[config.mk]
export PLATFORM = sky130hd
export DESIGN_NAME = swm_history
export DESIGN_NICKNAME = d
export VERILOG_FILES = /design/src/rtl/swm_pkg.sv /design/src/rtl/swm_history.sv
export SDC_FILE = /design/constraint.sdc
export NUM_CORES = 1
export LEC_CHECK = 0
export BUFFER_PORTS_ARGS = -buffer_cell sky130_fd_sc_hd__buf_2
export CORE_AREA = 2 2 322 324
export CTS_BUF_LIST = sky130_fd_sc_hd__clkbuf_8 sky130_fd_sc_hd__clkbuf_16
export CTS_CLUSTER_DIAMETER = 150
export DETAILED_ROUTE_END_ITERATION = 16
export DIE_AREA = 0 0 324 326
export PLACE_DENSITY_LB_ADDON = 0.15
export SLEW_MARGIN = 20
export SYNTH_ARGS = -nofsm -noshare
export SYNTH_HDL_FRONTEND = slang
export SYNTH_SLANG_ARGS = --single-unit
[constraint.sdc]
create_clock -name clk -period 1.44 [get_ports clk]
set_input_delay 0.144 -clock clk [delete_from_list [all_inputs] [get_ports clk]]
set_output_delay 0.144 -clock clk [all_outputs]
set_load 0.01 [all_outputs]
[src/rtl/swm_pkg.sv]
// Shared constants and control types of the sliding window median filter.
`timescale 1ns / 1ps
`default_nettype none

package swm_pkg;

    // Default sizes
    localparam int SWM_WINDOW_MAX   = 64;
    localparam int SWM_SAMPLE_WIDTH = 16;

    // Configuration register
    localparam int              CFG_WIDTH        = 7;
    localparam logic [0:0]      ADDR_WINDOW_SIZE = 1'b0;
    localparam logic [CFG_WIDTH-1:0] WINDOW_SIZE_RST = 7'd3;

    // Broadcast control from the sequencer to every cell of the sorted chain
    typedef struct packed {
        logic clear;   // drop every entry of the window
        logic load;    // take the next sorted state
        logic evict;   // window full: remove the oldest sample first
    } swm_ctl_t;

endpackage

`default_nettype wire

[src/rtl/swm_history.sv]
// Arrival-order history memory with registered read and write bypass.
`timescale 1ns / 1ps
`default_nettype none

module swm_history
    import swm_pkg::*;
#(
    parameter int DEPTH = SWM_WINDOW_MAX,
    parameter int WIDTH = SWM_SAMPLE_WIDTH,
    parameter int AW    = (DEPTH > 1) ? $clog2(DEPTH) : 1
)
(
    input  wire logic             clk,
    input  wire logic             rst_n,
    input  wire logic             we,
    input  wire logic [AW-1:0]    waddr,
    input  wire logic [WIDTH-1:0] wdata,
    input  wire logic [AW-1:0]    raddr,
    output logic [WIDTH-1:0]      rdata
);

    logic [WIDTH-1:0] mem [DEPTH];
    logic [WIDTH-1:0] rd_reg;
    logic [WIDTH-1:0] byp_data_reg;
    logic             byp_reg;
    logic             byp_next;

    assign byp_next = we && (waddr == raddr);
    assign rdata    = byp_reg ? byp_data_reg : rd_reg;

    // Write and read the memory
    always_ff @(posedge clk)
    begin
        if (we)
        begin
            mem[waddr] <= wdata;
        end
        rd_reg       <= mem[raddr];
        byp_data_reg <= wdata;
    end

    // Track a read of the address being written
    always_ff @(posedge clk or negedge rst_n)
    begin
        if (!rst_n)
        begin
            byp_reg <= 1'b0;
        end
        else
        begin
            byp_reg <= byp_next;
        end
    end

endmodule

`default_nettype wire

**Yosys cells after proc, flatten, opt, wreduce, memory -nomap -nowiden**

Memories as Yosys holds them, arrays and structs flattened. A register that Yosys moved wholly into a read port is not among the register bits.
Index checks and enable logic that the tools add are counted.
W data, S select, Z words.

- Eq/ne operators: 1
- Mux-type cells: 3
- Reductions and logical operators: 1

Operator list:

| cell | count |
|---|---|
| $mux W16 | 1 |
| $eq A6 B6 Y1 | 1 |
| $mux W1 | 2 |
| $logic_and A1 B1 Y1 | 1 |

- Register bits after elaboration: 17
- RAM bits: 1024
- Output and inout port bits: 16
- Memories: 1

Memory list:

| memory | depth | bits a word | read ports | clocked after memory_dff | write ports | RTL line | source |
|---|---|---|---|---|---|---|---|
| mem | 64 | 16 | 1 | 1 | 1 | swm_history.sv:22 | `logic [WIDTH-1:0] mem [DEPTH];` |

**Longest topological paths before layout**

Gate-level depths: netlist of the first run.

- Depth in word-level cells: 2
- Mapped depth: 9

**Worst setup path before layout of the first run**

OpenSTA, ideal clock, no wires.

- Path kind: in2reg
- Start: input port waddr[4]
- End: memory mem[48][0] (netlist name) (enable)
- Arrival time: 1.907 ns
- Data required time: 1.031 ns
- Setup slack: -0.877 ns
- Stages on the path: 4
- Path through: clkbuf_1 -> nor2b_1 -> nand4b_1 -> nor3_1

RTL lines:

| item | RTL line | source |
|---|---|---|
| start, declared | swm_history.sv:16 | `input wire logic [AW-1:0] waddr,` |
| end, declared | swm_history.sv:22 |  |

Straight into the memory's write port.

==> flow_summary_export.csv, run 1 <==
group,metric,value,unit
timing,setup_violations,32,
run_status,violations,"setup timing",
routing,wire_per_inst,28.6,µm
critical_path,critPathArrivalTime,2.47,ns
die,core,103000,µm²
timing,max_clock_freq,520,MHz
timing,slew_headroom,0.293,
place,hpwl,70300,µm
timing,drv_slew,0,
clocking,clk_pin_slew,0.06,ns
synth,synthArstFlopShare,0.000946,
critical_path,start_kind,"flip-flop",
timing,rsz0062_at_grt,"true",
run_status,outcome,"finished, violations left",
synth,ys_types,42,
routing,drc,0,
synth,synth_warnings,0,
die,io_pins,47,
finish,fillers,8342,
die,die_area,106000,µm²
finish,drive_gt1_frac,0.346,
synth,synth-edff-count,1024,
global_route,grt_max_degree,66,
routing,drt-initial-drc-count,1916,
pwr,power_density,1290,nW/µm²
finish,final_common_cell,"edfxtp_1",
timing,setup_ws,-0.482,ns
finish,largest_reg_flops,1024,
synth,avgSynthCellArea,20.2,µm²
hold_path,hp-class,"in2reg",
critical_path,reg2reg_from,"mem[23][3]",
clocking,ctsHtreeMaxLevel,3,
die,die_h,326,µm
routing,vias,20946,
critical_path,cp-end-kind,"flip-flop",
synth,syn_nets,2030,
routing,drt_pass1_iterations,5,
place,postPlaceCellArea,46300,µm²
routing,drt.antenna.violating_nets,0,
critical_path,criticalPathCategory,"reg2reg",
clocking,cts_made_buffers,108,
routing,vias_per_cell,5.45,
place,pre_cts_slack,-1.15,ns
synth,yosys_register_bits,1057,
synth,ys.flop_type,"edfxtp_1",
clocking,clock_latency,0.68,ns
synth,ys_seq_area_frac,0.776,
die,start_util,0.394,
timing,worst_slew_pin_slew,1.06,ns
clocking,cts-root-buf,"clkbuf_16",
finish,final_cell_area,50500,µm²
die,fp.dieW,324,µm
clocking,cts.sinks,1057,
finish,final_nets,2408,
hold_path,min-delay-start,"raddr[5]",
routing,wl,110000,µm
timing,post-route-min-period,1.92,ns
critical_path,startpoint,"mem[23][3]",
finish,syn_to_final_growth,24.8,%
timing,finalCritPeriodShare,1.33,
synth,syn_inst,1999,
global_route,grt_overflow_total,0,
timing,worst_clock_skew,0.0198,ns
global_route,antenna_found_initial,7,
synth,syn_area,40500,µm²
global_route,grt.total_usage,0.210,
clocking,cts_tree,"yes",
timing,hold_viol_final,0,
clocking,postCtsSetupBuffers,0,
global_route,grt_pass1_wl,157000,µm
place,gp_congestion,0.886,
place,numPortBuffers,46,
clocking,cts_buffer_depth,3,
global_route,grt_pass1_vias,21476,
pwr,power_leakage,16.5,nW
finish,layout_common_cells,"edfxtp_1, buf_4, mux4_2",
timing,fin_tns_setup,-10.69,ns
pwr,vdd_drop_max,0.902,mV
die,row_count,118,
critical_path,cp.required,1.99,ns
flow_run,cap_violations,0,
critical_path,crit_path_max_fanout,1,
-- worst max-delay path: stages (launching register included) --
cell and delay [ns]:
edfxtp_1 0.35, mux4_2 0.49, a22o_1 0.27, nor4_4 0.43, buf_4 0.19, nand4_1 0.06
-- worst paths after layout --
kind / endpoint / depth (start not counted) / slack [ns]
min: byp_reg / 5 / 0.15
max reg2reg: rd_reg[3] / 5 / -0.48
min in group asynchronous: byp_reg / 3 / 0.31
max: rd_reg[3] / 5 / -0.48
max in group asynchronous: byp_reg / 3 / 1.01
min reg2reg: rd_reg[11] / 3 / 0.83
-- layer usage --
layer | share of wire | global-route usage | vias to the layer above
met2 | 0.48 | 0.336 | 626
li1 | - | - | 9064
met5 | 0.00012 | 0 | -
met3 | 0.065 | 0.0407 | 168
met4 | 0.027 | 0.0647 | 2
met1 | 0.42 | 0.291 | 11086
-- power by group --
group	internal [mW]	switching [mW]	total (mW)	leakage [nW]
clock	15.6	11.2	26.9	1.76
combinational	1.82	2.48	4.30	5.25
sequential	34.0	0.193	34.2	9.49
total	51.4	13.9	65.4	16.5
-- layout make-up --
class / instances / area [µm²] / share of cell area
multi-input combinational: 830 / 9540 / 0.189
clock buffer: 113 / 2830 / 0.0560
timing repair buffer: 378 / 4410 / 0.0874
inverter: 2 / 7.51 / 0.000149
tap: 1380 / 1730 / 0.0342
antenna: 2 / 5.00 / 0.0000991
sequential: 1057 / 31400 / 0.622
clock inverter: 79 / 569 / 0.0113
-- cell families after synthesis --
group                     synth area share
DFF                                  0.776
muxes                                0.133
and+or+nand+nor                     0.0343
AOI/OAI and AO/OA                   0.0401
buffers and inverters               0.0152
xor gates and xnor gates           0.00130
-- Yosys cell counts (15+ instances only) --
cell type  count  share of area
a211oi_1      67          0.012
a22o_1        37         0.0080
a22oi_1       28         0.0052
buf_2         42         0.0052
buf_4         16         0.0030
clkbuf_1      30         0.0028
dfxtp_1       32          0.016
edfxtp_1    1024           0.76
mux2_2        38          0.011
mux2i_1      145          0.036
mux4_2       155          0.086
nand2_1       22         0.0020
nand3_1       18         0.0022
nand4_1       17         0.0026
nor2_1        93         0.0086
nor2b_1       51         0.0079
nor4_1        31         0.0048
o221ai_1      27         0.0058
o22ai_1       15         0.0023
-- metrics by stage --
stage	util	std cells	hold slack [ns]	power, mW
floorplan	-	1999	-0.152	36.6
global placement	0.451	3635	-0.0792	38.8
detailed placement	0.451	3635	-0.0760	38.8
CTS	0.490	3839	0.0838	65.8
global route	0.492	3839	0.135	67.3
finish	0.492	3841	0.146	65.4
-- what timing repair did --
action	in CTS	in global routing
resized for setup	83	50
cloned	0	1
hold buffers	18	0
endpoints found under the setup margin	32	32
pin swaps	42	15
hold endpoints to repair	464	0
No activity file was read; power rests on OpenSTA's default activity.
==> run 2: changes to the inputs <==
Settings changed: SETUP_SLACK_MARGIN set to 0.05.
==> run 2 against run 1 <==
  * The flow still finishes with violations (setup timing)
  * Maximum frequency is 0.86% lower
  * Clock-buffer cell count stayed put
  * Global-route usage is 0.26 points higher
  * Critical path depth is 2 lower
  * Via count is 1.5% higher
  * Clock skew is 0.0096 ns higher
  * Highest routed layer unchanged
==> flow_summary_export.csv, run 2 (synthesis results as in run 1) <==
group,metric,value,unit
finish,final_common_cell,"edfxtp_1",
routing,drt_pass1_iterations,5,
global_route,grt_pass1_vias,21409,
finish,drive_gt1_frac,0.348,
routing,drc,0,
die,start_util,0.394,
timing,worst_slew_pin_slew,1.03,ns
routing,drt-initial-drc-count,2420,
critical_path,criticalPathCategory,"reg2out",
clocking,cts_tree,"yes",
finish,largest_reg_flops,1024,
clocking,clock_latency,0.70,ns
run_status,outcome,"finished, violations left",
clocking,cts_buffer_depth,3,
timing,finalCritPeriodShare,1.35,
global_route,grt_max_degree,66,
finish,final_nets,2427,
pwr,total_power,66.0,mW
place,pre_cts_slack,-1.45,ns
clocking,ctsHtreeMaxLevel,3,
timing,post-route-min-period,1.94,ns
timing,drv_slew,0,
global_route,grt_overflow_total,0,
die,io_pins,47,
pwr,vdd_drop_max,0.939,mV
die,die_area,106000,µm²
routing,vias,21269,
timing,rsz0062_at_grt,"true",
critical_path,critPathArrivalTime,1.79,ns
clocking,cts_made_buffers,110,
clocking,postCtsSetupBuffers,0,
place,hpwl,72600,µm
routing,wire_per_inst,28.6,µm
clocking,cts.sinks,1057,
die,die_h,326,µm
clocking,cts-root-buf,"clkbuf_16",
timing,max_clock_freq,516,MHz
pwr,power_leakage,16.7,nW
global_route,antenna_found_initial,11,
routing,drt.antenna.violating_nets,0,
timing,worst_clock_skew,0.0295,ns
critical_path,cp.required,1.30,ns
die,fp.dieW,324,µm
global_route,grt.total_usage,0.213,
critical_path,cp-end-kind,"output port",
clocking,clk_pin_slew,0.06,ns
global_route,grt_pass1_wl,159000,µm
finish,layout_common_cells,"edfxtp_1, buf_4, mux4_2",
routing,vias_per_cell,5.49,
critical_path,crit_path_max_fanout,16,
timing,setup_ws,-0.498,ns
run_status,violations,"setup timing",
timing,slew_headroom,0.315,
critical_path,start_kind,"flip-flop",
place,numPortBuffers,46,
finish,syn_to_final_growth,25.3,%
pwr,power_density,1300,nW/µm²
die,core,103000,µm²
hold_path,hp-class,"in2reg",
timing,hold_viol_final,0,
timing,setup_violations,32,
critical_path,r2r_slack,-0.48,ns
flow_run,cap_violations,0,
routing,wl,111000,µm
die,row_count,118,
place,gp_congestion,0.884,
-- run 2: changes by cell type in the layout (fill, tap and decap cells not counted), moves of 11 or more --
cell	change
inv_1	+11
mux2_2	+15
buf_6	-17
buf_4	+15
buf_2	+15
mux2_4	-15
-- run 2: layout make-up --
type | count | area (µm²)
well taps | 1380 | 1730
fillers | 8319 | 51900
multi-input cells | 830 | 9530
clock inverters | 93 | 729
flip-flops and latches | 1057 | 31400
inverters | 2 | 7.51
repair buffers | 395 | 4480
clock buffers | 113 | 2810
diodes | 1 | 2.50
-- run 2: worst max-delay path, cell delays in order (launching register included) --
cell	delay [ns]
dfrtp_1	0.37
buf_12	0.18
mux2_2	0.40
buf_2	0.15
-- run 2: where the power goes --
part | leakage (nW) | internal (mW) | switching (mW) | total, mW
combinational | 5.29 | 1.74 | 2.49 | 4.23
sequential | 9.50 | 34.0 | 0.162 | 34.2
clock | 1.87 | 16.0 | 11.6 | 27.6
total | 16.7 | 51.8 | 14.3 | 66.0
-- run 2: repair_timing --
item                                    4_1_cts  5_1_grt
hold buffers                                 18        0
pin swaps                                    31        6
resized for setup                            69       15
endpoints found under the hold margin       559        0
endpoints found under the setup margin       32       32
-- run 2: per-layer routing --
layer	part of all wire	track usage	vias up
met1	0.43	0.302	11320
met5	0.00031	0	-
li1	-	-	9111
met2	0.49	0.342	690
met3	0.063	0.0359	142
met4	0.024	0.0548	6
-- run 2: worst paths after layout --
check	end	cells after the start	startpoint
max reg2reg	rd_reg[7]	5	mem[23][7]
min	byp_reg	5	we
min reg2reg	rd_reg[9]	4	mem[7][9]
max in group asynchronous	byp_reg	3	rst_n
max	rdata[7]	3	byp_reg
min in group asynchronous	byp_reg	3	rst_n
-- run 2: stage by stage --
step                      cell area (µm²)  hold slack (ns)  setup TNS, ns   util  std cells
after floorplan                     41400           -0.152        -128.21      -       1999
after global placement              46500          -0.0801        -115.79  0.453       3646
after detailed placement            46500          -0.0788        -127.45  0.453       3646
after CTS                           50600           0.0524         -13.04  0.493       3870
after global routing                50700            0.117         -13.63  0.494       3870
final                               50700            0.124         -11.87  0.494       3871
==> run 3: changes to the inputs <==
Settings changed: CORE_AREA 2 2 322 324 to 10 10 330 332, DIE_AREA 0 0 324 326 to 0 0 340 342.
==> run 3 against run 2 <==
  * Die area up 10%
  * Worst setup slack better by 0.016 ns
  * Clock skew is 0.0051 ns lower
  * Core utilization increased by 0.32 points
  * The run still ends with setup timing left
  * Clock-buffer cell count rose by 9
  * Flip-flop and latch count unchanged
  * Sequential power barely moved
==> flow_summary_export.csv, run 3 (synthesis results as in run 1) <==
group,metric,value,unit
routing,wire_per_inst,28.2,µm
global_route,grt_pass1_vias,21677,
timing,rsz0062_at_grt,"true",
routing,drt_pass1_iterations,5,
routing,drt.antenna.violating_nets,0,
critical_path,cp-end-kind,"flip-flop",
die,die_h,342,µm
finish,syn_to_final_growth,26.1,%
routing,drt-initial-drc-count,1942,
hold_path,hp-class,"in2reg",
routing,vias_per_cell,5.44,
routing,drc,0,
flow_run,cap_violations,0,
die,fp.dieW,340,µm
critical_path,crit_path_max_fanout,1,
finish,final_cell_area,51000,µm²
timing,setup_ws,-0.482,ns
pwr,vdd_drop_max,1.11,mV
routing,vias,21125,
global_route,grt_overflow_total,0,
hold_path,min-delay-start,"wdata[11]",
routing,wl,110000,µm
pwr,power_leakage,16.9,nW
clocking,cts_buffer_depth,3,
critical_path,critPathArrivalTime,2.46,ns
finish,final_nets,2449,
timing,finalCritPeriodShare,1.33,
timing,hold_ws,0.0225,ns
timing,slew_headroom,0.318,
finish,largest_reg_flops,1024,
critical_path,ff2ff_path_depth,4,
die,start_util,0.394,
place,gp_congestion,0.816,
run_status,outcome,"finished, violations left",
place,hpwl,70800,µm
timing,hold_viol_final,0,
critical_path,criticalPathCategory,"reg2reg",
die,die_area,116000,µm²
critical_path,start_kind,"flip-flop",
die,row_count,118,
global_route,grt.total_usage,0.187,
die,core,103000,µm²
place,postPlaceCellArea,46800,µm²
pwr,power_density,1290,nW/µm²
die,io_pins,47,
critical_path,reg2reg_from,"mem[23][0]",
global_route,antenna_found_initial,5,
hold_path,worstHoldPathCells,1,
run_status,violations,"setup timing",
clocking,cts.sinks,1057,
clocking,clk_pin_slew,0.06,ns
critical_path,cp.required,1.98,ns
global_route,grt_max_degree,66,
clocking,clock_latency,0.68,ns
timing,worst_clock_skew,0.0244,ns
place,numPortBuffers,46,
finish,final_common_cell,"edfxtp_1",
clocking,cts-root-buf,"clkbuf_16",
timing,max_clock_freq,520,MHz
critical_path,startpoint,"mem[23][0]",
finish,layout_common_cells,"edfxtp_1, buf_4, mux4_2",
clocking,cts_made_buffers,108,
global_route,grt_pass1_wl,158000,µm
finish,drive_gt1_frac,0.355,
timing,setup_violations,32,
timing,worst_slew_pin_slew,1.02,ns
clocking,postCtsSetupBuffers,0,
timing,post-route-min-period,1.92,ns
clocking,cts_tree,"yes",
timing,drv_slew,0,
clocking,ctsHtreeMaxLevel,3,
[run 3: cell type report]
| type | instances | area, µm² |
|---|---|---|
| inverter | 2 | 7.51 |
| sequential | 1057 | 31400 |
| clock buffer | 122 | 2940 |
| multi-input combinational | 830 | 9560 |
| tap | 1380 | 1730 |
| fill | 8256 | 51600 |
| timing repair buffer | 419 | 4830 |
| clock inverter | 75 | 537 |
| antenna | 1 | 2.50 |
[run 3: through the flow]
stage / std cells / setup slack [ns] / power (mW) / util / setup TNS, ns
after global placement: 3669 / -1.88 / 38.9 / 0.455 / -121.30
after detailed placement: 3671 / -1.33 / 38.9 / 0.456 / -127.75
after global routing: 3885 / -0.511 / 67.9 / 0.497 / -12.42
after CTS: 3884 / -0.560 / 66.4 / 0.496 / -12.04
after floorplan: 1999 / -0.294 / 36.6 / - / -128.21
final: 3886 / -0.482 / 65.8 / 0.497 / -11.01
[run 3: critical path, stage by stage, from the launching register on]
cell and delay [ns]:
edfxtp_1 0.35, mux4_2 0.52, a22o_1 0.32, nor4_4 0.49, nand4_1 0.12
[run 3: path summary, 6_finish.rpt]
kind / end / slack, ns
max in group asynchronous: byp_reg / 1.04
setup / recovery: rd_reg[0] / -0.48
min in group asynchronous: byp_reg / 0.30
hold reg to reg: rd_reg[3] / 0.86
setup reg to reg: rd_reg[0] / -0.48
hold / removal: mem[63][11] / 0.02
[run 3: power breakdown]
part	total, mW	switching [mW]	leakage (nW)	internal (mW)
registers	34.2	0.172	9.50	34.0
logic	4.38	2.48	5.56	1.90
clock network	27.2	11.5	1.83	15.8
[run 3: metal layers]
| metal | GRT usage | routed length (µm) |
|---|---|---|
| met5 | 0 | 11 |
| met4 | 0.0607 | 2920 |
| met3 | 0.0393 | 7050 |
| met2 | 0.300 | 52400 |
| met1 | 0.253 | 47300 |
[run 3: what timing repair did]
| item | CTS | global route |
|---|---|---|
| cloned | 0 | 1 |
| setup endpoints to repair | 32 | 33 |
| hold buffers | 17 | 0 |
| resized for setup | 88 | 18 |
| pin swaps | 30 | 6 |
| hold endpoints to repair | 488 | 0 |
