**src/rtl/swm_pkg.sv**
```systemverilog
// Shared constants and control types of the sliding window median filter.
`timescale 1ns / 1ps
`default_nettype none

package swm_pkg;

    // Default sizes
    localparam int SWM_WINDOW_MAX   = 64;
    localparam int SWM_SAMPLE_WIDTH = 16;

    // Configuration register
    localparam int              CFG_WIDTH        = 7;
    localparam logic [0:0]      ADDR_WINDOW_SIZE = 1'b0;
    localparam logic [CFG_WIDTH-1:0] WINDOW_SIZE_RST = 7'd3;

    // Broadcast control from the sequencer to every cell of the sorted chain
    typedef struct packed {
        logic clear;   // drop every entry of the window
        logic load;    // take the next sorted state
        logic evict;   // window full: remove the oldest sample first
    } swm_ctl_t;

endpackage

`default_nettype wire

```
**src/rtl/swm_cell.sv**
```systemverilog
// One cell of the sorted window chain: holds one sample and its valid flag.
`timescale 1ns / 1ps
`default_nettype none

module swm_cell
    import swm_pkg::*;
#(
    parameter int WIDTH = SWM_SAMPLE_WIDTH
)
(
    input  wire logic                    clk,
    input  wire logic                    rst_n,
    input  wire swm_ctl_t                ctl,
    input  wire logic signed [WIDTH-1:0] sample,
    input  wire logic signed [WIDTH-1:0] oldest,
    input  wire logic signed [WIDTH-1:0] left_val,
    input  wire logic                    left_vld,
    input  wire logic                    left_past_old,
    input  wire logic                    left_shift_above,
    input  wire logic signed [WIDTH-1:0] right_val,
    input  wire logic                    right_vld,
    input  wire logic                    right_above,
    output logic signed [WIDTH-1:0]      val,
    output logic                         vld,
    output logic                         past_old,
    output logic                         above,
    output logic                         shift_above
);

    logic signed [WIDTH-1:0] val_reg;
    logic signed [WIDTH-1:0] val_next;
    logic                    vld_reg;
    logic                    vld_next;
    logic signed [WIDTH-1:0] own_w_val;
    logic                    own_w_vld;
    logic signed [WIDTH-1:0] left_w_val;
    logic                    left_w_vld;

    assign val = val_reg;
    assign vld = vld_reg;

    // Empty cells count as larger than any sample
    assign past_old = ctl.evict && (!vld_reg || (val_reg >= oldest));
    assign above    = !vld_reg || (val_reg > sample);

    // Entry at this place once the oldest sample is taken out
    always_comb
    begin
        if (past_old)
        begin
            own_w_val = right_val;
            own_w_vld = right_vld;
        end
        else
        begin
            own_w_val = val_reg;
            own_w_vld = vld_reg;
        end
        if (left_past_old)
        begin
            left_w_val = val_reg;
            left_w_vld = vld_reg;
        end
        else
        begin
            left_w_val = left_val;
            left_w_vld = left_vld;
        end
    end

    assign shift_above = past_old ? right_above : above;

    // Insert the new sample: shift right past it, take it at its place
    always_comb
    begin
        if (left_shift_above)
        begin
            val_next = left_w_val;
            vld_next = left_w_vld;
        end
        else if (shift_above)
        begin
            val_next = sample;
            vld_next = 1'b1;
        end
        else
        begin
            val_next = own_w_val;
            vld_next = own_w_vld;
        end
    end

    // Hold the valid flag
    always_ff @(posedge clk or negedge rst_n)
    begin
        if (!rst_n)
        begin
            vld_reg <= 1'b0;
        end
        else if (ctl.clear)
        begin
            vld_reg <= 1'b0;
        end
        else if (ctl.load)
        begin
            vld_reg <= vld_next;
        end
    end

    // Hold the sample value
    always_ff @(posedge clk)
    begin
        if (ctl.load)
        begin
            val_reg <= val_next;
        end
    end

endmodule

`default_nettype wire

```
**config.mk**
```make
export PLATFORM = sky130hd
export DESIGN_NAME = swm_cell
export DESIGN_NICKNAME = d
export VERILOG_FILES = /design/src/rtl/swm_pkg.sv /design/src/rtl/swm_cell.sv
export SDC_FILE = /design/constraint.sdc
export NUM_CORES = 1
export LEC_CHECK = 0
export ABC_AREA = 1
export BUFFER_PORTS_ARGS = -buffer_cell sky130_fd_sc_hd__buf_2
export CORE_MARGIN = 5
export CORE_UTILIZATION = 45
export CTS_BUF_LIST = sky130_fd_sc_hd__clkbuf_8
export CTS_CLUSTER_DIAMETER = 40
export DETAILED_ROUTE_END_ITERATION = 8
export GPL_TIMING_DRIVEN = 0
export PLACE_DENSITY = 0.8
export SYNTH_ARGS = -nofsm -noshare
export SYNTH_HDL_FRONTEND = slang
export SYNTH_SLANG_ARGS = --single-unit
export TNS_END_PERCENT = 5
```
**constraint.sdc**
```tcl
create_clock -name clk -period 2.2 [get_ports clk]
set_input_delay 0.22 -clock clk [delete_from_list [all_inputs] [get_ports clk]]
set_output_delay 0.22 -clock clk [all_outputs]
set_load 0.02 [all_outputs]
```
== Word level (Yosys, flattened, before mapping) ==
Index checks and enable logic that the tools add are counted.

* Bits in registers: 17
* Input bits: 74
* Output and inout bits: 20
* Logic and storage cells: 26

* Magnitude comparators: 2
* Equality and inequality tests: 2
* Multiplexer cells: 11
* Reductions and logical operators: 9

{| class="wikitable"
|+ Operator list
! kind !! number
|-
| 16-bit 2-to-1 mux || 4
|-
| 16-bit greater-or-equal comparator || 1
|-
| 16-bit greater-than comparator || 1
|-
| 1-bit 2-to-1 mux || 7
|-
| 3-bit AND reduction || 2
|-
| 4-bit nonzero test || 1
|-
| 3-bit != test, second input constant || 1
|-
| 3-bit nonzero test || 1
|-
| 1-bit logical OR || 2
|-
| 2-bit != test, second input constant || 1
|-
| 2-bit nonzero test || 1
|-
| 1-bit logical AND || 1
|-
| 1-bit zero test || 1
|}

== Depth between registers and ports, before layout ==
Gate-level depths: netlist (run 1).

* Depth in word-level cells: 8
* Gate-level depth with buffers: 20
* Gate-level depth less buffers: 19

== Least setup slack after synthesis (run 1) ==
Ideal clock, no wire load.

* Kind: register to register
* Start: register val_reg[7], in the netlist val[7]
* End: register val_reg[0], in the netlist val[0] (enable)
* Library setup time: 0.364 ns
* Arrival time: 2.063 ns
* Data required time: 1.836 ns
* Setup slack: -0.227 ns
* Cell stages (with the launch flop): 14
* Buffers on the path: 0
* Clock period less this slack: 2.427 ns
* Path through: edfxtp_1 > ha_1 > nand2_1 > nor2_1 > nand3_1 > nand3_1 > nand2_1 > nand3_1 > nand3_2 > nand2_4 > inv_1 > nand3_1 > nand2_1 > inv_1

* Elaborated cells between the ends (all ways): 8
* Those cells by class: order compare (2); mux (1); reduce/logical (5)

{| class="wikitable"
|+ RTL lines
! what !! line !! source
|-
| from (decl) || swm_cell.sv:30 || <nowiki>logic signed [WIDTH-1:0] val_reg;</nowiki>
|-
| from (signal assigned) || swm_cell.sv:115 || <nowiki>val_reg <= val_next;</nowiki>
|-
| 16-bit greater-than comparator || swm_cell.sv:44 || <nowiki>assign above = !vld_reg || (val_reg > sample);</nowiki>
|-
| 1-bit logical OR || swm_cell.sv:44 ||
|-
| named net above || swm_cell.sv:26 || <nowiki>output logic above,</nowiki>
|-
| 1-bit 2-to-1 mux || swm_cell.sv:71 || <nowiki>assign shift_above = past_old ? right_above : above;</nowiki>
|-
| 3-bit nonzero test (no source line) || - ||
|-
| 3-bit AND reduction (no source line) || - ||
|}

The timed path passes the listed nets, and every way through them passes these cells.
A chain may end at the register's enable or synchronous reset.

== Worst setup path after layout (run 1) ==
* Start: register val_reg[15], in the netlist val[15]
* End: output port shift_above

* Cells in the longest elaborated chain, start to end: 4
* Elaborated cells between the ends (all ways): 6
* Those cells by class: order compare (2); mux (1); reduce/logical (3)

{| class="wikitable"
|+ RTL lines
! what !! line !! source
|-
| 16-bit greater-or-equal comparator || swm_cell.sv:43 || <nowiki>assign past_old = ctl.evict && (!vld_reg || (val_reg >= oldest));</nowiki>
|-
| 1-bit logical OR || swm_cell.sv:43 ||
|-
| 1-bit logical AND || swm_cell.sv:43 ||
|-
| 1-bit 2-to-1 mux (*) || swm_cell.sv:71 ||
|-
| to (decl) || swm_cell.sv:27 || <nowiki>output logic shift_above</nowiki>
|}

Mark *: on every way between the ends. The rest lies on a longest branch, timed or not.

==> results summary, run 1 <==
The tree is rooted in a sky130_fd_sc_hd__clkbuf_8. The core region is 4630 sq um. The final hold slack came out at 0.241 ns.

After synthesis, the netlist uses 25 different library cells. The number of buffers between clock root and the deepest sink is 2. Across the VDD grid, the largest voltage drop is 297 uV.

The endpoint required time on the critical path came out at 1.98 ns. Once detailed placement completed, the half-perimeter wirelength came to 4.75 mm. The placer's final routability congestion estimate came out at 0.852. At the later pin of the worst-skew pair, clock insertion delay measures 0.25 ns. The category of the worst setup path capture point is an output pin. The final layout contains 497 nets.

The first detailed-routing pass took 4 iterations. After synthesis, the cell types taking the most area are sky130_fd_sc_hd__edfxtp_1, sky130_fd_sc_hd__ha_1, sky130_fd_sc_hd__nand2_1, sky130_fd_sc_hd__inv_1, sky130_fd_sc_hd__nand3b_1. By instance count, the leading cell after synthesis is sky130_fd_sc_hd__nand2_1. The largest incremental delay on the critical path is 0.51 ns. The aggregate global-route resource usage is 19.5%. The register with the most flip-flops in the layout has 16 of them. In this run the number of H-tree levels came out at 1. The dominant register cell in the synthesized netlist is sky130_fd_sc_hd__edfxtp_1. The ratio of final minimum period to clock period is 111%. The leakage power summed over all cells came out at 1.66 nW. The share of Yosys cell area claimed by the top area cell type is 22.7%. Clock tree synthesis found a total of 17 sinks. On the final layout, the worst clock skew is 0.00140 ns.

The total wire length came out at 6.15 mm. After technology mapping, the gate count stands at 278. The initial antenna violation count was 0. TritonCTS built the clock tree. The number of enable flip-flop cells after synthesis came out at 16. The worst setup path is launched from a register. The overall overflow remaining after global route is 0. The total nets after synthesis is 384.

The highest attainable clock frequency came out at 0.408 GHz. The total power per unit cell area came out at 430 nW/um^2. The slew at the pin with the worst max-slew slack came out at 0.521 ns.

The power consumption came out at 1.34 mW. The minimum period implied by the final worst setup slack is 2.45 ns. The number of global-route vias before repair was 2,215. The number of diodes is 0. The layout-stage area growth over the synthesis result came out at 47.2%. The start-to-end type of the worst setup path is register to output pin.

The final hold violation count came out at 0. The number of filler cells placed in the layout is 377. A synthesized cell averages 7.60 sq um. In this run the register-to-register setup slack is -0.23 ns.

The first-pass GRT wire length came out at 9.79 mm. The I/O pin count is 94. The starting density of the core is 45.6%.

The flow ran to the end, but the final reports show violations. The synthesized design spends more area on one cell type than any other, namely sky130_fd_sc_hd__edfxtp_1. The tightest min-delay check is of the primary input to register type. The area enclosed by the die boundary is 6170 sq um. The post-synthesis sequential area ratio is 23.9%. The proportion of register bits with asynchronous set or reset after synthesis is 5.88%. The setup-violating endpoint count in the final report is 36. The cell with the biggest individual delay on the critical path is sky130_fd_sc_hd__edfxtp_1.

The die width came out at 78.5 um. The worst slew slack as a fraction of its limit is 65.0%. Traced cell by cell, the critical path runs through ha_4 -> a21oi_1 -> o21ai_1 -> a21oi_2 -> nand2_1 -> nand2_1 -> nand3_2 -> nand2_4 -> nand2_8 -> nand2_8 -> buf_12 -> buf_8. The post-route antenna net violation count is 0. In this run the tool buffered the top-level ports with 92 buffer cells.

The checks that failed: negative setup slack. The DRC violation count after routing came out at 0. The count of pins over their slew limit came out at 0. The site row count came out at 25. The synthesized design contains 17 register bits. The total number of vias came out at 2,234. The via density per instance is 5.03.

The die span in y is 78.5 um. The slack of the critical path came out at -0.253 ns. The fraction of layout cells with a size suffix above 1 is 48.7%.

By count the netlist is led by sky130_fd_sc_hd__nand2_1, sky130_fd_sc_hd__inv_1, sky130_fd_sc_hd__ha_1. The Yosys step of the flow raised 0 warnings. Data on the critical path arrives at its endpoint at 2.23 ns. In this run the cell area of the synthesized design comes to 2110 sq um.

The highest net fanout along the worst path is 4. The final standard cell utilization of the core is 67.2%. Setup repair after global routing could not meet its margin everywhere. The largest net degree at the start of global routing came out at 17. In this run, the number of DRC markers left after iteration 0 of detailed routing was 106. Dividing the detail-routed wire length by the instance count gives 13.8 um. The clock-pin slew on the worst setup and hold paths is 0.07 ns.

The number of max-cap violations is 0. The total clock buffers created by CTS came out at 3.
## cells in the final DEF (no fill, tap or decap), types with 6 or more instances in the layout
cell type,netlist,routed
sky130_fd_sc_hd__ha_1,32,21
sky130_fd_sc_hd__nand3b_1,16,16
sky130_fd_sc_hd__a21oi_1,11,6
sky130_fd_sc_hd__nand2_1,70,58
sky130_fd_sc_hd__nand2_2,19,29
sky130_fd_sc_hd__nand3_1,15,12
sky130_fd_sc_hd__buf_6,3,8
sky130_fd_sc_hd__buf_2,0,91
sky130_fd_sc_hd__buf_4,0,9
sky130_fd_sc_hd__ha_4,0,11
sky130_fd_sc_hd__edfxtp_1,16,16
sky130_fd_sc_hd__nand3_2,10,12
sky130_fd_sc_hd__nor2_1,12,8
sky130_fd_sc_hd__inv_1,50,48
## critical path: cells and delay by family, from the launching register on
kind	cells	cell delay, ns
buffers and inverters	2	0.20
AND/OR/NAND/NOR	6	0.54
AO/OA/AOI/OAI	3	0.41
flip-flops	1	0.51
adder cells (fa/ha/maj)	1	0.31
## metal layers
metal	track usage, %	routed length, um
met1	24.0	2490
met2	34.6	3170
met3	1.15	261
met4	8.74	229
met5	0	0
## logic make-up after synthesis
| family | share of synthesized area, % |
|---|---|
| AOI/OAI and AO/OA | 4.03 |
| adders and majority gates | 18.9 |
| buffers and inverters | 12.1 |
| and+or+nand+nor | 41.0 |
| DFF | 23.9 |
## final cells by class
| class | count | area (sq um) | area share (%) |
|---|---|---|---|
| Sequential cell | 17 | 505 | 16.3 |
| Buffer | 6 | 61.3 | 1.97 |
| Inverter | 52 | 199 | 6.40 |
| Clock buffer | 3 | 41.3 | 1.33 |
| Tap cell | 54 | 67.6 | 2.17 |
| Multi-Input combinational cell | 203 | 1610 | 51.7 |
| Clock inverter | 1 | 3.75 | 0.121 |
| Timing Repair Buffer | 108 | 624 | 20.1 |
## final timing paths
path                       startpoint           to  cells past startpoint
setup / recovery              val[15]  shift_above                     12
hold reg to reg                   vld          vld                      4
min in group asynchronous       rst_n          vld                      2
max in group asynchronous       rst_n          vld                      2
setup reg to reg              val[13]       val[7]                     14
hold / removal                 ctl[2]          vld                      4
## what timing repair did
item	4_1_cts	5_1_grt
setup endpoints to repair	29	36
hold buffers	1	0
pin swaps	24	20
hold endpoints to repair	1	0
gates resized for setup	15	33
buffers inserted	11	4
## stage by stage
stage               setup TNS, ns  cell area [sq um]  instances  setup slack, ns
global route               -10.65               3110        444           -0.368
CTS                         -5.09               2910        440           -0.186
global placement            -4.40               2680        424           -0.239
finish                      -6.75               3110        444           -0.253
detailed placement          -5.77               2680        424           -0.293
floorplan                   -2.06               2150        278          -0.0918
## power breakdown
part / switching (mW) / total (mW) / internal [mW]
logic: 0.373 / 0.685 / 0.312
registers: 0.0320 / 0.424 / 0.392
clock network: 0.105 / 0.228 / 0.124
No activity file was read; power rests on OpenSTA's default activity.
==> run 2: changes to the inputs <==
--- a/config.mk
+++ b/config.mk
@@ -8,12 +8,12 @@
 export ABC_AREA = 1
 export BUFFER_PORTS_ARGS = -buffer_cell sky130_fd_sc_hd__buf_2
 export CORE_MARGIN = 5
-export CORE_UTILIZATION = 45
+export CORE_UTILIZATION = 49
 export CTS_BUF_LIST = sky130_fd_sc_hd__clkbuf_8
 export CTS_CLUSTER_DIAMETER = 40
 export DETAILED_ROUTE_END_ITERATION = 8
 export GPL_TIMING_DRIVEN = 0
-export PLACE_DENSITY = 0.8
+export PLACE_DENSITY = 0.83
 export SYNTH_ARGS = -nofsm -noshare
 export SYNTH_HDL_FRONTEND = slang
 export SYNTH_SLANG_ARGS = --single-unit
==> constraint.sdc (replaced) <==
create_clock -name clk -period 2.6 [get_ports clk]
set_input_delay 0.26 -clock clk [delete_from_list [all_inputs] [get_ports clk]]
set_output_delay 0.26 -clock clk [all_outputs]
set_load 0.02 [all_outputs]
==> run 2 against run 1 <==
Critical path type unchanged. Register-to-register slack gained 0.42 ns. The flow now finishes without violations. Critical endpoint unchanged. Critical path depth shrank 2. Core utilization grew 2.2 points.
==> results summary, run 2 (synthesis results as in run 1) <==
The number of global-route vias before repair came out at 2,140 (-3.4%). The flip-flop count of the largest register after layout came to 16 (unchanged). The placer's final routability congestion estimate came to 0.901 (+5.8%). The first-pass iteration count of the detailed router is 4 (unchanged). The total clock buffers created by CTS is 3 (unchanged). In the layout the commonest cells are sky130_fd_sc_hd__buf_2, sky130_fd_sc_hd__nand2_1, sky130_fd_sc_hd__inv_1, sky130_fd_sc_hd__ha_1, sky130_fd_sc_hd__nand2_2. The half-perimeter wire length after placement is 4.77 mm (+0.47%). The layout-stage area growth over the synthesis result is 34.1%.

The wire length per cell is 13.6 um (-1.7%). Setup repair after global routing left no endpoint under its margin. The worst setup path is launched from a register. Following the worst setup path forward leads to its endpoint at shift_above. The global-route met2 utilization is 34.8% (+0.25 points).

For this run, the top clock speed supported by timing is 0.402 GHz. The setup-violating endpoint count in the final report is 0 (-100%). The slew at the pin with the worst max-slew slack is 0.491 ns (-0.0302 ns).

The slack of the worst reg-to-reg path was 0.19 ns (+0.42 ns). The path class of the tightest hold or removal check is primary input to register. The overall overflow remaining after global route is 0 (unchanged).

The slowest stage of the critical path belongs to the cell sky130_fd_sc_hd__edfxtp_1. The first-pass GRT wire length came out at 9.03 mm (-7.8%). The maximum ir drop on the vdd rail came to 258 uV (-13%). The violation count after the first detailed-route iteration came to 78 (-26%). The placed cell count came out at 420 (-0.94%). The area enclosed by the die boundary is 5730 sq um (-7.2%).

The clock-pin slew on the worst setup and hold paths came out at 0.07 ns (about the same). The start-to-end type of the worst setup path is register to output pin. The final hold violation count came out at 0 (unchanged). The H-tree depth reported by CTS is 1 (unchanged). The cell area after layout came out at 2830 sq um (-8.9%). The clock latency at the later pin of the worst-skew pair is 0.25 ns (about the same).

Walking the worst path, the cells encountered are ha_4 -> nand2_1 -> nor3_2 -> nand2_1 -> nand3_1 -> nand3_2 -> nand2_4 -> nand2_8 -> nand2_8 -> buf_4. The highest net fanout along the worst path is 17 (+13). The aggregate global-route resource usage was 20.6% (+1.2 points).

The number of buffers added on ports is 92 (unchanged). The worst setup skew after layout came to 0.00329 ns (+0.00190 ns). The I/O pin count is 94 (unchanged).

The starting density of the core came out at 51.7% (+6.1 points). The met1 track demand over resource in global routing came to 26.6% (+2.5 points). The largest net degree at the start of global routing is 17 (unchanged). The initial antenna violation count came out at 0 (unchanged). The met3 usage is 1.85% (+0.70 points). The count of cell instances traversed by the critical path came to 10 (-2). The worst register-to-register path ends at val[1]. The post-route antenna net violation count is 0 (unchanged). The total power per unit cell area came to 367 nW/um^2 (-15%). The minimum period implied by the final worst setup slack came out at 2.49 ns. TritonCTS built the clock tree. The count of nets after finishing is 489 (-1.6%). The post-layout instance count excluding filler cells is 432 (-2.7%). The total number of vias is 2,154 (-3.6%). The worst reg-to-reg path cell count is 12 (-2). The endpoint required time on the critical path came out at 2.34 ns (+0.36 ns). The worst setup path is captured at an output pin. The run finished with clean final reports. The worst slew slack as a fraction of its limit came out at 67.3% (+2.3 points).

The number of diodes is 0 (unchanged). The source of the critical timing path is val[15]. The core region area was 4090 sq um (-12%). The DRC violation count after routing came out at 0 (unchanged). The fraction of layout cells with a size suffix above 1 came out at 41.1% (-7.6 points). The layer flagged by global routing as most heavily used is met2. The ratio of final minimum period to clock period is 95.6%. The site row count came to 23 (-8.0%). The cell sitting at the root of the clock tree is a sky130_fd_sc_hd__clkbuf_8.

The die width came out at 75.7 um (-3.6%). The arrival time at the worst endpoint is 2.23 ns (about the same). The number of max-cap violations came out at 0 (unchanged). The placed instance area came out at 2640 sq um (-1.5%). The count of pins over their slew limit is 0 (unchanged). The leakage power summed over all cells came out at 1.58 nW (-4.8%). The number of buffers between clock root and the deepest sink came out at 2 (unchanged). The total wire length is 5.88 mm (-4.4%). The most common cell after layout, fill and taps aside is sky130_fd_sc_hd__buf_2. The number of sinks driven by the clock tree came out at 17 (unchanged). The final standard cell utilization of the core came out at 69.4% (+2.2 points). The worst path buffer plus inverter count is 1 (-1).

The largest incremental delay on the critical path came out at 0.51 ns (about the same). The die span in y came to 75.7 um (-3.6%). Among cell families on the critical path, the largest total delay comes from simple AND/OR/NAND/NOR gates. The via density per instance came to 4.99 (-0.90%). The startpoint identified for the worst register-to-register timing path is val[15].
==> run 2: cell types whose count changed in the layout (fill, tap and decap cells not counted), sizes merged <==
cell / previous run / this run
buf: 111 / 103
==> run 2: report_power, final <==
| part | switching, mW | leakage [nW] | internal, mW |
|---|---|---|---|
| Sequential | 0.0237 | 0.168 | 0.331 |
| Combinational | 0.280 | 1.38 | 0.210 |
| Clock | 0.0913 | 0.0269 | 0.105 |
==> run 2: cell type report <==
cell class	instances	area, sq um
clock inverter	1	3.75
multi-input combinational	203	1450
timing repair buffer	101	533
fill	338	1250
clock buffer	3	41.3
buffer	5	41.3
tap	50	62.6
inverter	52	199
sequential	17	505
==> run 2: repair_timing <==
item / in CTS / in global routing
setup buffers: 0 / 8
pin swaps: 0 / 9
gates resized for setup: 1 / 14
hold buffers: 1 / 0
gates cloned: 0 / 0
hold endpoints to repair: 1 / 0
setup endpoints to repair: 16 / 17
==> run 2: worst register-to-register path: stages, from the launching register on <==
cell and delay (ns):
sky130_fd_sc_hd__edfxtp_1 0.51, sky130_fd_sc_hd__ha_4 0.34, sky130_fd_sc_hd__nand2_1 0.09, sky130_fd_sc_hd__nor3_2 0.25, sky130_fd_sc_hd__nand2_1 0.10, sky130_fd_sc_hd__nand3_1 0.09
sky130_fd_sc_hd__nand3_2 0.11, sky130_fd_sc_hd__nand2_4 0.11, sky130_fd_sc_hd__inv_1 0.05, sky130_fd_sc_hd__nand3_1 0.09, sky130_fd_sc_hd__nand2_1 0.12, sky130_fd_sc_hd__clkinvlp_4 0.10
sky130_fd_sc_hd__buf_4 0.17
==> run 2: through the flow <==
step | setup WS (ns) | setup TNS [ns] | hold WS [ns] | power, mW
after global placement | 0.0541 | 0 | 0.0392 | 0.793
final | 0.113 | 0 | 0.285 | 1.04
after floorplan | 0.173 | 0 | -0.0356 | 0.665
after detailed placement | -0.0352 | -0.557 | 0.0358 | 0.811
after CTS | 0.00765 | 0 | 0.279 | 1.01
after global routing | 0.00283 | 0 | 0.287 | 1.12
==> run 2: routing by layer <==
layer  wire, um  vias up
li1           -     1108
met1       2560      967
met2       2890       71
met3        324        8
met4        102        0
met5          0        -
==> run 2: worst min path at each step <==
| stage | startpoint | slack (ns) | cells after the start | end |
|---|---|---|---|---|
| floorplan | rst_n | -0.04 | 0 | vld |
| global placement | rst_n | 0.04 | 1 | vld |
| detailed placement | rst_n | 0.04 | 1 | vld |
| CTS | left_val[5] | 0.28 | 3 | val[5] |
| global route | left_val[4] | 0.29 | 3 | val[4] |
| finish | left_val[0] | 0.29 | 3 | val[0] |
==> run 3: changes to the inputs <==
--- a/config.mk
+++ b/config.mk
@@ -13,7 +13,7 @@
 export CTS_CLUSTER_DIAMETER = 40
 export DETAILED_ROUTE_END_ITERATION = 8
 export GPL_TIMING_DRIVEN = 0
-export PLACE_DENSITY = 0.83
+export PLACE_DENSITY_LB_ADDON = 0.12
 export SYNTH_ARGS = -nofsm -noshare
 export SYNTH_HDL_FRONTEND = slang
 export SYNTH_SLANG_ARGS = --single-unit
==> run 3 against run 2 <==
Via count fell by 4.2%. First-iteration DRC count up 10%. Combinational power fell by 6.9%.
==> results summary, run 3 (synthesis results as in run 1) <==
The post-route antenna net violation count is 0 (unchanged). The highest net fanout along the worst path is 10 (-7). The DRC violation count after routing came out at 0 (unchanged). The leakage power summed over all cells is 1.56 nW (-1.1%). The die width is 75.7 um (unchanged). The count of nets after finishing came out at 484 (-1.0%).

The number of buffers between clock root and the deepest sink came out at 2 (unchanged). The area enclosed by the die boundary is 5730 sq um (unchanged). The ratio of final minimum period to clock period came out at 99.0% (+3.4 points).

The clock tree from TritonCTS is yes. The H-tree depth reported by CTS came out at 1 (unchanged). The maximum ir drop on the vdd rail came out at 220 uV (-15%). The arrival time at the worst endpoint came out at 2.32 ns (+0.09 ns). The violation count after the first detailed-route iteration is 86 (+10%). In this run the most critical hold path is launched from left_val[2]. The largest net degree at the start of global routing came out at 17 (unchanged). The tightest min-delay check is of the primary input to register type. The instance count along the most critical hold path is 3 (unchanged).

The first-pass iteration count of the detailed router came out at 4 (unchanged). The core region area came out at 4090 sq um (unchanged). The first-pass GRT wire length was 8.56 mm (-5.2%).

The total number of vias was 2,064 (-4.2%). The die span in y is 75.7 um (unchanged). The number of diodes came out at 0 (unchanged). The number of max-cap violations was 0 (unchanged).

The number of buffers added on ports is 92 (unchanged). The launch point of the worst reg-to-reg path is val[9]. The highest attainable clock frequency was 0.388 GHz (-3.4%).

The area used by multi-input combinational logic is 1350 sq um (-6.5%). The slew at the pin with the worst max-slew slack is 0.539 ns (+0.0484 ns). The post-layout instance count excluding filler cells came out at 427 (-1.2%).

The placed cell count came out at 420 (unchanged). The register cell area after layout was 505 sq um (unchanged). The minimum period implied by the final worst setup slack came to 2.58 ns (+0.0884 ns). The layout-stage area growth over the synthesis result came out at 29.0%.

The overall overflow remaining after global route came out at 0 (unchanged). Setup repair after global routing could not meet its margin everywhere. The setup-violating endpoint count in the final report is 0 (unchanged). The starting density of the core is 51.7% (unchanged). Tracing the worst setup path back leads to its startpoint at val[15]. The site row count came out at 23 (unchanged). The worst reg-to-reg path cell count was 15 (+3).

The count of pins over their slew limit is 0 (unchanged). The clock-pin slew on the worst setup and hold paths came out at 0.07 ns (about the same). The final hold slack is 0.280 ns (-0.00486 ns). The placer's final routability congestion estimate was 0.785 (-13%). The kind of start point of the critical path is a register. The total clock buffers created by CTS came out at 3 (unchanged). The fraction of layout cells with a size suffix above 1 came out at 37.1% (-4.0 points).

The most common cell after layout, fill and taps aside is sky130_fd_sc_hd__buf_2. The worst setup path is captured at an output pin. The wire length per cell came out at 12.6 um (-7.6%). The worst slew slack as a fraction of its limit came to 64.1% (-3.2 points). The initial antenna violation count was 0 (unchanged). The flip-flop count of the largest register after layout came out at 16 (unchanged).

The aggregate global-route resource usage was 19.6% (-1.0 points). The number of sinks driven by the clock tree came out at 17 (unchanged). The flow ran to the end, and the final reports show no timing, DRC or antenna violations.

The I/O pin count is 94 (unchanged). The final hold violation count is 0 (unchanged). In the layout the commonest cells are sky130_fd_sc_hd__buf_2, sky130_fd_sc_hd__nand2_1, sky130_fd_sc_hd__inv_1, sky130_fd_sc_hd__ha_1, sky130_fd_sc_hd__nand2_2. The worst setup skew after layout was 0.00109 ns (-0.00220 ns). The total wire length came to 5.37 mm (-8.7%). The total power per unit cell area is 370 nW/um^2 (+0.71%). The half-perimeter wire length after placement came out at 4.41 mm (-7.7%).

The number of filler cells placed in the layout is 369 (+9.2%). The clock latency at the later pin of the worst-skew pair came out at 0.25 ns (about the same). The via density per instance was 4.83 (-3.1%). The critical path is of the register to output pin type.

The tree is rooted in a sky130_fd_sc_hd__clkbuf_8. The number of global-route vias before repair is 1,969 (-8.0%). The endpoint required time on the critical path was 2.34 ns (about the same).
## run 3: cell type report
cell class | instances | share of cell area, %
Multi-Input combinational cell | 203 | 49.7
Buffer | 6 | 2.25
Clock inverter | 1 | 0.138
Timing Repair Buffer | 95 | 18.3
Tap cell | 50 | 2.30
Sequential cell | 17 | 18.5
Inverter | 52 | 7.30
Clock buffer | 3 | 1.52
## run 3: metal layers
layer | track usage, % | part of all wire (%) | vias to the layer above
met3 | 3.17 | 7.9 | 2
met4 | 4.66 | 0.43 | 0
met5 | 0 | 0 | -
met2 | 33.2 | 45 | 66
li1 | - | - | 1098
met1 | 26.2 | 47 | 898
## run 3: path summary, 6_finish.rpt
check	end	slack (ns)
worst max-delay path	shift_above	0.02
worst min-delay path	val[2]	0.28
worst max register to register	val[12]	0.20
worst min register to register	vld	0.77
max in group asynchronous	vld	2.21
min in group asynchronous	vld	0.31
## run 3: per-stage QoR
| step | setup slack (ns) | total power, mW | TNS, ns | cell area [sq um] | util [%] |
|---|---|---|---|---|---|
| 4_1_cts | 0.00731 | 1.01 | 0 | 2710 | 66.2 |
| 3_5_place_dp | -0.121 | 0.806 | -1.93 | 2640 | 64.5 |
| 3_3_place_gp | -0.0531 | 0.798 | -0.841 | 2640 | 64.5 |
| 5_1_grt | -0.142 | 1.09 | -0.142 | 2730 | 66.7 |
| 6_report | 0.0248 | 1.01 | 0 | 2730 | 66.7 |
| 2_1_floorplan | 0.173 | 0.665 | 0 | 2110 | - |
## run 3: where the power goes
part	switching (mW)	leakage (nW)	internal (mW)	total (mW)
registers	0.0220	0.168	0.331	0.353
clock network	0.0941	0.0269	0.105	0.199
logic	0.261	1.37	0.194	0.456
total	0.377	1.56	0.630	1.01
## run 3: worst max-delay path: stages (launching register included)
cell,delay (ns)
sky130_fd_sc_hd__edfxtp_1,0.44
sky130_fd_sc_hd__ha_1,0.37
sky130_fd_sc_hd__nand2_1,0.11
sky130_fd_sc_hd__nor3_2,0.24
sky130_fd_sc_hd__nand2_1,0.10
sky130_fd_sc_hd__nand3_1,0.09
sky130_fd_sc_hd__nand3_2,0.11
sky130_fd_sc_hd__nand2_4,0.11
sky130_fd_sc_hd__nand2_8,0.09
sky130_fd_sc_hd__nand2_8,0.09
sky130_fd_sc_hd__buf_12,0.14
sky130_fd_sc_hd__buf_2,0.17
## run 3: repair_timing
action,in CTS,in global routing
hold buffers,1,0
endpoints found under the setup margin,17,17
gates resized for setup,2,0
endpoints found under the hold margin,1,0
buffers inserted,1,1
pin swaps,1,0
